### src/hw/rtl/assert_macros.svh
// Assertion macros included by the top-level RTL file.
`ifndef ASSERT_MACROS_SVH
`define ASSERT_MACROS_SVH
`ifndef SYNTHESIS
`define ASSERT_CLK(label, clk, rst, prop) \
  label: assert property (@(posedge clk) disable iff (rst) prop) \
    else $error("assertion failed");
`define ASSERT_ALWAYS(label, clk, prop) \
  label: assert property (@(posedge clk) prop) \
    else $error("assertion failed");
`else
`define ASSERT_CLK(label, clk, rst, prop)
`define ASSERT_ALWAYS(label, clk, prop)
`endif
`endif

### src/hw/rtl/fwas_pkg.sv
// Types, constants and codes for the front wall align and square controller.
`default_nettype none
package fwas_pkg;

  localparam int RANGE_BITS = 13;
  localparam int GAIN_W     = 12;

  localparam logic [31:0] INVALID_MM = 32'd8190;
  localparam logic [31:0] STABLE_MS  = 32'd120;
  localparam logic [31:0] TIMEOUT_MS = 32'd2200;
  localparam logic [4:0]  TURN_LIMIT = 5'd28;
  localparam logic [7:0]  TARGET_HI  = 8'd140;
  localparam logic [7:0]  TARGET_LO  = 8'd20;
  localparam logic [6:0]  PWM_FULL   = 7'd100;

  typedef enum logic [1:0] {
    ST_RUNNING    = 2'd0,
    ST_ALIGNED    = 2'd1,
    ST_NO_READING = 2'd2,
    ST_TIMEOUT    = 2'd3
  } status_t;

  typedef enum logic [2:0] {
    CFG_TARGET      = 3'd0,
    CFG_MAX_PWM     = 3'd1,
    CFG_MIN_PWM     = 3'd2,
    CFG_DIST_TOL    = 3'd3,
    CFG_SQUARE_TOL  = 3'd4,
    CFG_DIST_GAIN   = 3'd5,
    CFG_SQUARE_GAIN = 3'd6
  } cfg_idx_t;

  typedef struct packed {
    logic [7:0]        target_mm;
    logic [6:0]        max_pwm;
    logic [6:0]        min_pwm;
    logic [7:0]        dist_tol_mm;
    logic [7:0]        square_tol_mm;
    logic [GAIN_W-1:0] dist_gain;
    logic [GAIN_W-1:0] square_gain;
  } cfg_t;

  typedef struct packed {
    logic              lv;
    logic              rv;
    logic              dist_ok;
    logic              square_ok;
    logic signed [7:0] left;
    logic signed [7:0] right;
  } cmd_t;

endpackage
`default_nettype wire

### src/hw/rtl/fwas_cmd.sv
// Wheel command datapath: error terms, proportional gains, clamp and dead-zone lift.
`default_nettype none
module fwas_cmd (
  input  logic [fwas_pkg::RANGE_BITS-1:0] left_mm,
  input  logic                            left_flag,
  input  logic [fwas_pkg::RANGE_BITS-1:0] right_mm,
  input  logic                            right_flag,
  input  fwas_pkg::cfg_t                  cfg,
  output fwas_pkg::cmd_t                  res
);
  import fwas_pkg::*;

  localparam int ERR_W = RANGE_BITS + 2;
  localparam int MAG_W = RANGE_BITS + 1;
  localparam int DP_W  = GAIN_W + MAG_W + 1;
  localparam int SP_W  = GAIN_W + RANGE_BITS + 1;

  logic                    lv, rv, both;
  logic [7:0]              tgt;
  logic [6:0]              minf, maxf;
  logic [RANGE_BITS-1:0]   single;
  logic [RANGE_BITS:0]     sum;
  logic signed [ERR_W-1:0] err2;
  logic [MAG_W-1:0]        aerr2;
  logic signed [RANGE_BITS:0] sq;
  logic [RANGE_BITS-1:0]   asq;
  logic                    dist_ok, square_ok;
  logic [DP_W-1:0]         dprod;
  logic [DP_W-10:0]        dmag_raw;
  logic [6:0]              dmag;
  logic [SP_W-1:0]         sprod;
  logic [SP_W-9:0]         tm_raw;
  logic [4:0]              tm_sat;
  logic [6:0]              tmag;
  logic signed [7:0]       drive, turn;
  logic signed [8:0]       lsum, rsum;

  function automatic logic signed [7:0] clamp_lift(input logic signed [8:0] v,
                                                   input logic [6:0] lim,
                                                   input logic [6:0] flr);
    logic signed [8:0] hi, lo, f, c;
    hi = $signed({2'b00, lim});
    lo = -hi;
    f  = $signed({2'b00, flr});
    if (v < lo) begin
      c = lo;
    end else if (v > hi) begin
      c = hi;
    end else begin
      c = v;
    end
    if (c > 0 && c < f) begin
      c = f;
    end else if (c < 0 && c > -f) begin
      c = -f;
    end
    return c[7:0];
  endfunction

  assign lv   = left_flag && (32'(left_mm) < INVALID_MM);
  assign rv   = right_flag && (32'(right_mm) < INVALID_MM);
  assign both = lv && rv;

  always_comb begin
    if (cfg.target_mm < TARGET_LO) begin
      tgt = TARGET_LO;
    end else if (cfg.target_mm > TARGET_HI) begin
      tgt = TARGET_HI;
    end else begin
      tgt = cfg.target_mm;
    end
    minf = (cfg.min_pwm > PWM_FULL) ? PWM_FULL : cfg.min_pwm;
    if (cfg.max_pwm < minf) begin
      maxf = minf;
    end else if (cfg.max_pwm > PWM_FULL) begin
      maxf = PWM_FULL;
    end else begin
      maxf = cfg.max_pwm;
    end
  end

  assign single = lv ? left_mm : right_mm;
  assign sum    = both ? ({1'b0, left_mm} + {1'b0, right_mm}) : {single, 1'b0};
  assign err2   = $signed({1'b0, sum}) - $signed(ERR_W'({tgt, 1'b0}));
  assign aerr2  = (err2 < 0) ? MAG_W'(-err2) : MAG_W'(err2);
  assign sq     = $signed({1'b0, left_mm}) - $signed({1'b0, right_mm});
  assign asq    = (sq < 0) ? RANGE_BITS'(-sq) : RANGE_BITS'(sq);

  assign dist_ok   = 32'(aerr2) <= 32'({cfg.dist_tol_mm, 1'b0});
  assign square_ok = !both || (32'(asq) <= 32'(cfg.square_tol_mm));

  assign dprod    = DP_W'(cfg.dist_gain) * DP_W'(aerr2) + DP_W'(256);
  assign dmag_raw = dprod[DP_W-1:9];
  assign sprod    = SP_W'(cfg.square_gain) * SP_W'(asq) + SP_W'(128);
  assign tm_raw   = sprod[SP_W-1:8];

  always_comb begin
    if (32'(dmag_raw) < 32'(minf)) begin
      dmag = minf;
    end else if (32'(dmag_raw) > 32'(maxf)) begin
      dmag = maxf;
    end else begin
      dmag = dmag_raw[6:0];
    end
    if (dist_ok) begin
      drive = '0;
    end else if (err2 > 0) begin
      drive = $signed({1'b0, dmag});
    end else begin
      drive = -$signed({1'b0, dmag});
    end

    tm_sat = (32'(tm_raw) > 32'(TURN_LIMIT)) ? TURN_LIMIT : tm_raw[4:0];
    if (drive == 0 && tm_sat != 0 && 7'(tm_sat) < minf) begin
      tmag = minf;
    end else begin
      tmag = 7'(tm_sat);
    end
    if (square_ok) begin
      turn = '0;
    end else if (sq > 0) begin
      turn = -$signed({1'b0, tmag});
    end else begin
      turn = $signed({1'b0, tmag});
    end

    lsum = $signed({drive[7], drive}) - $signed({turn[7], turn});
    rsum = $signed({drive[7], drive}) + $signed({turn[7], turn});
  end

  always_comb begin
    res.lv        = lv;
    res.rv        = rv;
    res.dist_ok   = dist_ok;
    res.square_ok = square_ok;
    res.left      = clamp_lift(lsum, maxf, minf);
    res.right     = clamp_lift(rsum, maxf, minf);
  end

endmodule
`default_nettype wire

### src/hw/rtl/front_wall_align_square.sv
// Top level of the front wall align and square controller.
// A request in the input register moves to the result register once that is free or read.
// Throughput: one request per cycle while out_ready is high; the input and result registers
// are separate, so a new request is taken while a finished result waits.
// Reset: configuration returns to defaults, the run is idle with final status running (zero),
// and both the input and result registers are empty.
`default_nettype none
module front_wall_align_square (
  input  logic                            clk,
  input  logic                            rst,
  input  logic                            in_valid,
  output logic                            in_ready,
  input  logic                            start_req,
  input  logic [31:0]                     time_ms,
  input  logic [fwas_pkg::RANGE_BITS-1:0] front_left_mm,
  input  logic                            front_left_ok,
  input  logic [fwas_pkg::RANGE_BITS-1:0] front_right_mm,
  input  logic                            front_right_ok,
  output logic                            out_valid,
  input  logic                            out_ready,
  output logic signed [7:0]               left_cmd,
  output logic signed [7:0]               right_cmd,
  output logic [1:0]                      status,
  input  logic                            cfg_we,
  input  logic [2:0]                      cfg_index,
  input  logic [11:0]                     cfg_data
);
  import fwas_pkg::*;
  `include "assert_macros.svh"

  cfg_t cfg;
  cmd_t cmd;

  logic                  in_full;
  logic                  in_start;
  logic [31:0]           in_time;
  logic [RANGE_BITS-1:0] in_lmm, in_rmm;
  logic                  in_lok, in_rok;
  logic                  move;

  logic [31:0]       start_time, start_time_next;
  logic [31:0]       stable_since, stable_since_next;
  logic              stable_active, stable_active_next;
  logic              run_active, run_active_next;
  status_t           final_status, final_status_next;
  logic signed [7:0] left_next, right_next;
  status_t           status_next;

  assign move     = in_full && (!out_valid || out_ready);
  assign in_ready = !in_full || move;

  always_ff @(posedge clk) begin
    if (rst) begin
      cfg.target_mm     <= 8'd80;
      cfg.max_pwm       <= 7'd60;
      cfg.min_pwm       <= 7'd30;
      cfg.dist_tol_mm   <= 8'd4;
      cfg.square_tol_mm <= 8'd6;
      cfg.dist_gain     <= 12'd512;
      cfg.square_gain   <= 12'd256;
    end else if (cfg_we) begin
      unique case (cfg_index)
        CFG_TARGET:      cfg.target_mm     <= cfg_data[7:0];
        CFG_MAX_PWM:     cfg.max_pwm       <= cfg_data[6:0];
        CFG_MIN_PWM:     cfg.min_pwm       <= cfg_data[6:0];
        CFG_DIST_TOL:    cfg.dist_tol_mm   <= cfg_data[7:0];
        CFG_SQUARE_TOL:  cfg.square_tol_mm <= cfg_data[7:0];
        CFG_DIST_GAIN:   cfg.dist_gain     <= cfg_data;
        CFG_SQUARE_GAIN: cfg.square_gain   <= cfg_data;
        default: begin
        end
      endcase
    end
  end

  always_ff @(posedge clk) begin
    if (rst) begin
      in_full <= 1'b0;
    end else if (in_valid && in_ready) begin
      in_full <= 1'b1;
    end else if (move) begin
      in_full <= 1'b0;
    end
  end

  always_ff @(posedge clk) begin
    if (in_valid && in_ready) begin
      in_start <= start_req;
      in_time  <= time_ms;
      in_lmm   <= front_left_mm;
      in_lok   <= front_left_ok;
      in_rmm   <= front_right_mm;
      in_rok   <= front_right_ok;
    end
  end

  fwas_cmd u_cmd (
    .left_mm    (in_lmm),
    .left_flag  (in_lok),
    .right_mm   (in_rmm),
    .right_flag (in_rok),
    .cfg        (cfg),
    .res        (cmd)
  );

  always_comb begin
    start_time_next    = start_time;
    stable_since_next  = stable_since;
    stable_active_next = stable_active;
    run_active_next    = run_active;
    final_status_next  = final_status;
    left_next          = '0;
    right_next         = '0;
    status_next        = final_status;
    if (in_start) begin
      start_time_next    = in_time;
      run_active_next    = 1'b1;
      stable_active_next = 1'b0;
      final_status_next  = ST_RUNNING;
    end
    if (!run_active_next) begin
      status_next = final_status_next;
    end else if ((in_time - start_time_next) >= TIMEOUT_MS) begin
      run_active_next    = 1'b0;
      stable_active_next = 1'b0;
      final_status_next  = ST_TIMEOUT;
      status_next        = ST_TIMEOUT;
    end else if (!cmd.lv && !cmd.rv) begin
      run_active_next    = 1'b0;
      stable_active_next = 1'b0;
      final_status_next  = ST_NO_READING;
      status_next        = ST_NO_READING;
    end else if (cmd.dist_ok && cmd.square_ok) begin
      if (!stable_active_next) begin
        stable_active_next = 1'b1;
        stable_since_next  = in_time;
      end
      if ((in_time - stable_since_next) >= STABLE_MS) begin
        run_active_next    = 1'b0;
        stable_active_next = 1'b0;
        final_status_next  = ST_ALIGNED;
        status_next        = ST_ALIGNED;
      end else begin
        status_next = ST_RUNNING;
      end
    end else begin
      stable_active_next = 1'b0;
      left_next          = cmd.left;
      right_next         = cmd.right;
      status_next        = ST_RUNNING;
    end
  end

  always_ff @(posedge clk) begin
    if (rst) begin
      start_time    <= '0;
      stable_since  <= '0;
      stable_active <= 1'b0;
      run_active    <= 1'b0;
      final_status  <= ST_RUNNING;
    end else if (move) begin
      start_time    <= start_time_next;
      stable_since  <= stable_since_next;
      stable_active <= stable_active_next;
      run_active    <= run_active_next;
      final_status  <= final_status_next;
    end
  end

  always_ff @(posedge clk) begin
    if (rst) begin
      out_valid <= 1'b0;
    end else if (move) begin
      out_valid <= 1'b1;
    end else if (out_ready) begin
      out_valid <= 1'b0;
    end
  end

  always_ff @(posedge clk) begin
    if (move) begin
      left_cmd  <= left_next;
      right_cmd <= right_next;
      status    <= status_next;
    end
  end

  `ASSERT_CLK(a_final_ends_run, clk, rst,
    (move && status_next != ST_RUNNING) |=> !run_active)
  `ASSERT_CLK(a_final_zero_cmd, clk, rst,
    (out_valid && status != ST_RUNNING) |-> (left_cmd == 0 && right_cmd == 0))
  `ASSERT_CLK(a_cmd_range, clk, rst,
    out_valid |-> (left_cmd <= 8'sd100 && left_cmd >= -8'sd100 &&
                   right_cmd <= 8'sd100 && right_cmd >= -8'sd100))
  `ASSERT_ALWAYS(a_stable_in_run, clk, stable_active |-> run_active)
  `ASSERT_CLK(a_hold_request, clk, rst,
    (in_full && !move) |=> (in_full && $stable(in_time) && $stable(in_start)))

endmodule
`default_nettype wire
### config.mk
export PLATFORM = sky130hd
export DESIGN_NAME = front_wall_align_square
export DESIGN_NICKNAME = d
export VERILOG_FILES = /design/src/hw/rtl/fwas_pkg.sv /design/src/hw/rtl/fwas_cmd.sv /design/src/hw/rtl/front_wall_align_square.sv
export VERILOG_INCLUDE_DIRS = /design/src /design/src/hw/rtl
export SDC_FILE = /design/constraint.sdc
export NUM_CORES = 2
export LEC_CHECK = 0
export BUFFER_PORTS_ARGS = -buffer_cell sky130_fd_sc_hd__buf_4
export CAP_MARGIN = 25
export CORE_MARGIN = 2
export CORE_UTILIZATION = 65
export DETAILED_ROUTE_END_ITERATION = 12
export PLACE_DENSITY = 0.91
export SETUP_SLACK_MARGIN = 0.3
export SLEW_MARGIN = 20
export SYNTH_ARGS = -nofsm -noshare
export SYNTH_HDL_FRONTEND = slang
export SYNTH_SLANG_ARGS = --single-unit
### constraint.sdc
create_clock -name clk -period 20.6 [get_ports clk]
set_input_delay 2.06 -clock clk [delete_from_list [all_inputs] [get_ports clk]]
set_output_delay 2.06 -clock clk [all_outputs]
set_load 0.01 [all_outputs]
==> flow_summary.ini <==
[run_status]
status = finished clean

[yosys]
synth_edf_count = 79
synth_warnings = 0
synth_nets = 4289
async_flop_share = 0
syn_area_um2 = 29690
syn_inst = 3607
synth_flop_cell = dfxtp_1
yosysUniqueCellTypes = 92
yosysSeqAreaShare = 0.1689
syn_avg_cell_area_um2 = 8.232
ys_seq_elements = 211

[route]
drt_first_iter_violations = 2279
routedWlPerCell_um = 18.51
dr_total_vias = 26600
dr_wl_met3_mm = 5.688
top_layer_used = met4
route.met2.wl_mm = 37.86
wl_met1_mm = 31.17
drc = 0
vias_per_cell = 6.246
antenna_left = 0
dr.pass1.iters = 8
drt-total-wl_mm = 78.82

[place]
globalplace.congestion = 0.9693
portBuffers = 100
dp.cells = 4201
place_area_um2 = 30950
dp_hpwl_mm = 59.91
dpl_worst_slack_ps = 188.8

[power_and_ir_drop]
switching_share = 0.4513
internal_power_mw = 1.287
p_leak_nw = 14.67
p_sw_mw = 1.058
clockPowerShare = 0.199
ir_worst_vdd_v = 0.00008486
p_total_mw = 2.345
power_frac_comb = 0.601
seqPwrFrac = 0.200
power_density_nw_per_um2 = 73.07

[job]
maxCapViolations = 0

[sta]
setup_tns_ps = 0
fin_ws_ps = 1172
skew_ps = 29.48
slew_headroom = 0.2474
hold_viol_final = 0
timing.hold.ws_ps = 461.8
final.min_clock_period_ps = 19430
max_freq_mhz = 51.47
fin_crit_sh = 0.9431
rsz0062_at_grt = false
max_slew.worst_pin.slew_ps = 1101
slew_violations = 0
setup_viol = 0

[worst_setup_path]
cp_top_family = compound AO/OA/AOI/OAI gates
cp.arrival_ps = 19740
cp_slowest_cell = ha_1
endpoint_kind = register
crit_type = register to register
cp_slowest_stage_delay_ps = 550
startpoint_type = register
crit_required_ps = 20910
cp_max_fo = 13
critPathBufInv = 6

[grt]
grtUsageTotal = 0.3317
antenna_found_initial = 0
grt_pass1_vias = 26430
grt_max_degree = 85
grt_pass1_wl_mm = 128.5
overflow = 0

[layout]
utilization = 0.7102
area_delta_synth_final_pct = 8.074
final-seq-area_um2 = 5015
instances_no_fill = 4259
finalInstanceArea_um2 = 32090
multi_input_area_um2 = 22720
fillCellCount = 3349
drive_gt1_frac = 0.07652
fin_nets = 4322
num_antenna_cells = 0

[die]
io_pins = 101
fp.dieH_um = 217.7
start_util = 0.6571
core_region_area_um2 = 45190
rows = 78
die_area_um2 = 47410
die_x_um = 217.7

[clock_tree]
cts_tree = yes
cts_inserted_buffers = 25
htree_levels = 1
clk_latency_ps = 580
cts.clk_slew.worst_paths_ps = 60
cts_root_buffer = clkbuf_16
clockBufferDepth = 3
cts_hold_buf = 0
clock-sinks = 211

[min_path]
hp-class = register to register
==> flip-flops by register name, summed over array words and instances, names as in the netlist <==
name	flops
in_start	1
start_time	32
in_full	1
final_status	2
in_rok	1
status	2
in_rmm	13
stable_since	32
out_valid	1
run_active	1
in_time	32
right_cmd	8
stable_active	1
left_cmd	8
in_lok	1
in_lmm	13
cfg	62
==> per-layer routing <==
layer  vias to the layer above  global-route usage
li1                      12370                   -
met1                     12720              0.4088
met2                      1210              0.5785
met3                       306             0.04045
met4                         0              0.1558
met5                         -                   0
==> final timing paths <==
| path | start | end | slack, ps | cells past startpoint |
|---|---|---|---|---|
| max | in_lmm[6]$_DFFE_PP_ | right_cmd[3]$_SDFFCE_PP0P_ | 1170 | 85 |
| min | cfg[38]$_SDFFE_PP0P_ | cfg[38]$_SDFFE_PP0P_ | 460 | 2 |
| max reg2reg | in_lmm[6]$_DFFE_PP_ | right_cmd[3]$_SDFFCE_PP0P_ | 1170 | 85 |
| min reg2reg | cfg[38]$_SDFFE_PP0P_ | cfg[38]$_SDFFE_PP0P_ | 460 | 2 |
==> worst reg2reg max path: cells and delay by family (launching register included) <==
family,cells,cell delay [ps]
AOI/OAI and AO/OA,30,6460
adders and majority gates,13,5330
and+or+nand+nor,28,4560
muxes,4,1130
xor gates and xnor gates,4,810
DFF,1,460
buffers and inverters,6,450
==> final cells by class <==
| cell class | instances | area share |
|---|---|---|
| inverter | 441 | 0.05158 |
| multi-input combinational | 2814 | 0.7079 |
| tap | 600 | 0.02339 |
| sequential | 211 | 0.1563 |
| timing repair buffer | 147 | 0.03458 |
| clock inverter | 15 | 0.005770 |
| clock buffer | 31 | 0.02055 |
==> placed cells by master (no fill, tap or decap), types with 88 or more instances in the layout <==
cell type  count
inv_1        441
nand2_1      394
ha_1         362
nor2_1       268
a21oi_1      239
fa_1         239
and2_1       150
buf_4        143
dfxtp_1      132
mux2i_1      106
o21ai_0      102
nor2b_1       88
==> power groups by stage <==
| stage | Sequential [mW] | Clock [mW] | Combinational [mW] |
|---|---|---|---|
| 3_5_place_dp | 0.478 | 0 | 1.31 |
| 2_1_floorplan | 0.469 | 0 | 1.00 |
| 5_1_grt | 0.472 | 0.482 | 1.56 |
| 4_1_cts | 0.469 | 0.470 | 1.33 |
| 3_3_place_gp | 0.477 | 0 | 1.28 |
| 6_report | 0.470 | 0.466 | 1.41 |
==> cell usage after synthesis, types with 53 or more instances <==
cell,count,area share
inv_1,441,0.056
nand2_1,397,0.050
ha_1,362,0.15
nor2_1,271,0.034
a21oi_1,248,0.042
fa_1,239,0.16
and2_1,152,0.032
dfxtp_1,132,0.089
clkbuf_1,120,0.015
mux2i_1,110,0.037
o21ai_0,108,0.018
nor2b_1,89,0.019
edfxtp_1,79,0.080
xnor2_1,71,0.021
nand3_1,61,0.010
o21a_1,61,0.015
a211oi_1,59,0.015
nor3_1,53,0.0089
==> logic make-up (layout without fill, tap and decap cells) <==
kind of cell	Yosys count	count (layout)	share of synthesized area
AO/OA/AOI/OAI	757	758	0.1675
flip-flops	211	211	0.1689
multiplexers	124	124	0.04252
buffers and inverters	583	634	0.07479
AND/OR/NAND/NOR	1220	1220	0.1999
adder cells (fa/ha/maj)	601	601	0.3137
XOR/XNOR	111	111	0.03274
==> what timing repair did <==
item | in CTS | in global routing
endpoints found under the setup margin | 7 | 16
gates resized for setup | 1 | 48
pin swaps | 0 | 11
buffers inserted | 0 | 8
cloned | 0 | 1
Power figures use the tool's default switching activity.
